`src/dwl_ram.sv`:
```
// ----------------------------------------------------------------------------
// dwl_ram: generic single-write, single-read RAM
// One write port, one read port with registered read data.
// ----------------------------------------------------------------------------
`default_nettype none

module dwl_ram #(
  parameter int WIDTH = 32,
  parameter int DEPTH = 16
) (
  input  wire logic                     clk,
  input  wire logic                     we,
  input  wire logic [$clog2(DEPTH)-1:0] waddr,
  input  wire logic [WIDTH-1:0]         wdata,
  input  wire logic                     re,
  input  wire logic [$clog2(DEPTH)-1:0] raddr,
  output      logic [WIDTH-1:0]         rdata
);

  logic [WIDTH-1:0] mem [DEPTH];

  always_ff @(posedge clk) begin
    if (we) begin
      mem[waddr] <= wdata;
    end
    if (re) begin
      rdata <= mem[raddr];
    end
  end

endmodule

`default_nettype wire

```
`config.mk`:
```
export PLATFORM = sky130hd
export DESIGN_NAME = dwl_ram
export DESIGN_NICKNAME = d
export VERILOG_FILES = /design/src/dwl_ram.sv
export SDC_FILE = /design/constraint.sdc
export NUM_CORES = 1
export LEC_CHECK = 0
export BUFFER_PORTS_ARGS = -buffer_cell sky130_fd_sc_hd__buf_2
export CAP_MARGIN = 20
export CORE_MARGIN = 1
export CORE_UTILIZATION = 28
export DETAILED_ROUTE_END_ITERATION = 7
export PLACE_DENSITY = 0.44
export SETUP_SLACK_MARGIN = 0.15
export SLEW_MARGIN = 20
export SYNTH_ARGS = -nofsm -noshare
export SYNTH_HDL_FRONTEND = slang
export SYNTH_SLANG_ARGS = --single-unit
```
`constraint.sdc`:
```
create_clock -name clk -period 10.3 [get_ports clk]
set_clock_uncertainty 0.05 [all_clocks]
set_input_delay 0.515 -clock clk [delete_from_list [all_inputs] [get_ports clk]]
set_output_delay 0.515 -clock clk [all_outputs]
set_load 0.05 [all_outputs]
```
== Word level (Yosys, flattened, before mapping) ==
Memory sizes are Yosys's and may differ from the RTL's. A register that Yosys moved wholly into a read port is not among the register bits.
Cells that the tools add are included.
Word-level totals
  output and inout bits: 32
  memories: 1
  flip-flop bits (word level): 0
  input port bits: 43
  RAM bits: 512
  logic and storage cells: 3
Operators by class
  muxes and demuxes: 2
Memories
  mem: words 16, width 32, read ports 1, clocked after memory_dff 1, write ports 1, RTL line 20  | logic [WIDTH-1:0] mem [DEPTH];
Operators with widths (count)
  1-bit 2-to-1 mux: 2

== Depth between registers and ports, before layout ==
  word-level depth: 2
  depth in mapped cells: 5
  depth with buffers taken out: 3

== Least setup slack after synthesis ==
Ideal clock, no wire load.
  kind: input -> register
  start: in waddr[2]
  end: mem mem[0][0], enable pin
  library setup time: 0.461 ns
  stages: 2
  data required time: 9.789 ns
  path buffers: 0
  arrival: 3.233 ns
  path slack: 6.555 ns
  cell sequence: or3b_2 > nor3_1
RTL lines
  start, declared: RTL line 13  | input wire logic [$clog2(DEPTH)-1:0] waddr,
  end, declared: RTL line 20
Straight into the memory's write port.

==> flow_metrics.py <==
metrics = {
    "timing": {
        "slew_headroom": 0.3226,
        "setup_violations": 0,
        "finalHoldViolations": 0,
        "worst_pin_slew_ns": 1.016,
        "final.min_clock_period_ns": 3.253,
        "max_freq_mhz": 307.4,
        "drv_slew": 0,
        "fin_crit_sh": 0.3159,
        "rsz0062_at_grt": "no",
        "whs_ns": 0.2249,
        "setup_tns_ns": 0,
    },
    "synthesis": {
        "synth_edf_count": 544,
        "synth_cell_types": 17,
        "synth-seq-cells": 544,
        "syn_area_um2": 20170,
        "synth_top_cells_by_area": "edfxtp_1 (81%), mux4_2 (14%), a22oi_1 (2.4%)",
        "async_flop_share": 0,
        "ys_warn_count": 0,
        "synth_area_per_cell_um2": 24.07,
        "postSynthNetCount": 881,
        "yosysTopAreaCell": "edfxtp_1",
        "synth_top_area_share": 0.8097,
        "seq_area_frac_synth": 0.8097,
        "yosysMostFrequentCell": "edfxtp_1",
        "netlist_instances": 838,
        "synthTopCellsByCount": "edfxtp_1 (544), mux4_2 (128), a22oi_1 (64), nand2_1 (33), clkbuf_1 (17)",
        "synth_ff_type": "edfxtp_1",
    },
    "clock_network": {
        "clk_pin_slew_ns": 0.06,
        "tritoncts.num_buffers": 58,
        "htree_num_levels": 2,
        "clockBufferDepth": 3,
        "clock_latency_ns": 0.62,
        "post-cts-setup-buffers": 0,
        "cts_hold_buf": 0,
        "root_buffer": "clkbuf_16",
        "cts.sinks": 544,
        "cts_resized": 0,
        "cts_tree": "yes",
    },
    "job": {
        "cap_violations": 0,
    },
    "floorplanning": {
        "core_area_um2": 71360,
        "die_area_um2": 73130,
        "num_rows": 98,
        "boundaryPins": 75,
        "start_util": 0.2827,
        "die_y_um": 270.4,
        "die_x_um": 270.4,
    },
    "grt": {
        "antenna_found_initial": 4,
        "grt_overflow": 0,
        "grt_pass1_wl_mm": 69.92,
        "track_usage": 0.1343,
        "grt_pass1_vias": 9773,
        "grt_max_degree": 66,
    },
    "setup_path": {
        "worstSetupPathType": "in -> reg",
        "r2r-start": "mem[3][1]",
        "path_max_fanout": 53,
        "worstSetupStartpointType": "primary input",
        "rr_endpoint": "rdata[1]",
        "ff2ff_setup_slack_ns": 8.80,
        "required_ns": 10.61,
        "endpoint_kind": "register",
        "r2r_cells": 3,
        "cp.arrival_ns": 3.56,
    },
    "pwr": {
        "peakVddDrop_mv": 0.1349,
        "total_power_uw": 4892,
        "powerDensity_nw_per_um2": 205.7,
        "leakagePower_uw": 0.007451,
        "netSwitchingFraction": 0.2088,
        "sequentialPowerShare": 0.513,
        "p_comb_frac": 0.051,
        "netSwitchingPower_uw": 1021,
        "clkPwrFrac": 0.436,
        "p_int_uw": 3871,
    },
    "placed_design": {
        "place.gp.congestion": 0.6605,
        "port_buffers": 74,
        "dp_hpwl_mm": 21.89,
        "placed_cells": 1843,
    },
    "outcome": {
        "status": "complete, no violations",
    },
    "cells_and_area": {
        "syn_to_final_growth_pct": 17.92,
        "layout-drive-gt1-share": 0.3267,
        "fin_nets": 996,
        "fin_cells": 1949,
        "utilization": 0.3334,
    },
    "hold_path": {
        "hold_start": "wdata[21]",
        "hold_path_depth": 1,
        "holdPathEnd": "mem[4][21]",
        "worstHoldPathType": "in -> reg",
    },
    "routing": {
        "wl_mm": 49.01,
        "ant_nets": 0,
        "via_per_inst": 4.667,
        "drcViolationCount": 0,
        "drt_first_pass_iters": 5,
        "vias": 9096,
        "drt_iter0_drc": 819,
        "wire_per_inst_um": 25.15,
    },
}
[routing by layer]
metal,track usage,part of all wire,routed length [um],vias up
met2,0.2101,0.47,23000,218
met5,0,0.00086,42,-
li1,-,-,-,3846
met4,0.04014,0.020,989,6
met3,0.02285,0.046,2270,73
met1,0.1912,0.46,22710,4953
[power groups by stage]
stage                     clock network (uW)  logic, uW  registers (uW)
after floorplan                            0        119            2590
after global placement                     0        256            2560
after detailed placement                   0        257            2560
after CTS                               2190        257            2510
after global routing                    2260        270            2510
final                                   2130        250            2510
[placed cells by master (no fill, tap or decap)]
cell and instances:
nor2_4 13, diode_2 1, clkbuf_16 59, buf_2 72, clkbuf_8 1, nand2_1 33, nor3_2 4, clkinv_2 8
and2_2 1, nand2b_1 2, clkinv_8 2, nor2b_4 2, mux4_2 128, or3b_2 1, clkinv_1 15, buf_6 1
buf_4 24, nand3b_1 2, a22oi_1 64, clkbuf_1 11, bufinv_16 10, nand3_1 1, edfxtp_1 544
[per-stage QoR]
step	instance area [um^2]	worst slack (ns)
after floorplan	20170	6.555
after global placement	21840	6.216
after detailed placement	21840	6.229
after CTS	23790	6.918
after global routing	23790	6.654
final	23790	7.047
[critical path, cell delays in order]
cell and delay (ns):
clkbuf_8 0.52, buf_4 0.82, buf_4 0.72, mux4_2 0.58, a22oi_1 0.23, nand2_1 0.07
[worst max-delay path by stage]
| stage | slack [ns] | depth (start not counted) | end | start |
|---|---|---|---|---|
| after global routing | 6.65 | 6 | rdata[25] | raddr[0] |
| final | 7.05 | 6 | rdata[18] | raddr[0] |
| after floorplan | 6.56 | 2 | mem[0][0] | waddr[2] |
| after CTS | 6.92 | 6 | rdata[18] | raddr[0] |
| after global placement | 6.22 | 6 | rdata[25] | raddr[0] |
| after detailed placement | 6.23 | 6 | rdata[18] | raddr[0] |
[flip-flops by register name, summed over array words and instances, names as in the netlist]
| register | cells |
|---|---|
| rdata | 32 |
| mem | 512 |
[layout make-up]
cell class	instances	area (um^2)
multi-input cells	251	3750
fillers	6759	47570
repair buffers	98	565.5
clock buffers	70	1518
well taps	950	1189
flip-flops and latches	544	16340
diodes	1	2.502
clock inverters	35	429.2
[cells by family (layout without fill, tap and decap cells)]
family,after synthesis,in the layout,synth area share
other,0,1,0
multiplexers,128,128,0.1429
AO/OA/AOI/OAI,64,64,0.02382
buffers and inverters,43,203,0.01104
AND/OR/NAND/NOR,59,59,0.01253
flip-flops,544,544,0.8097
Power figures use the tool's default switching activity.
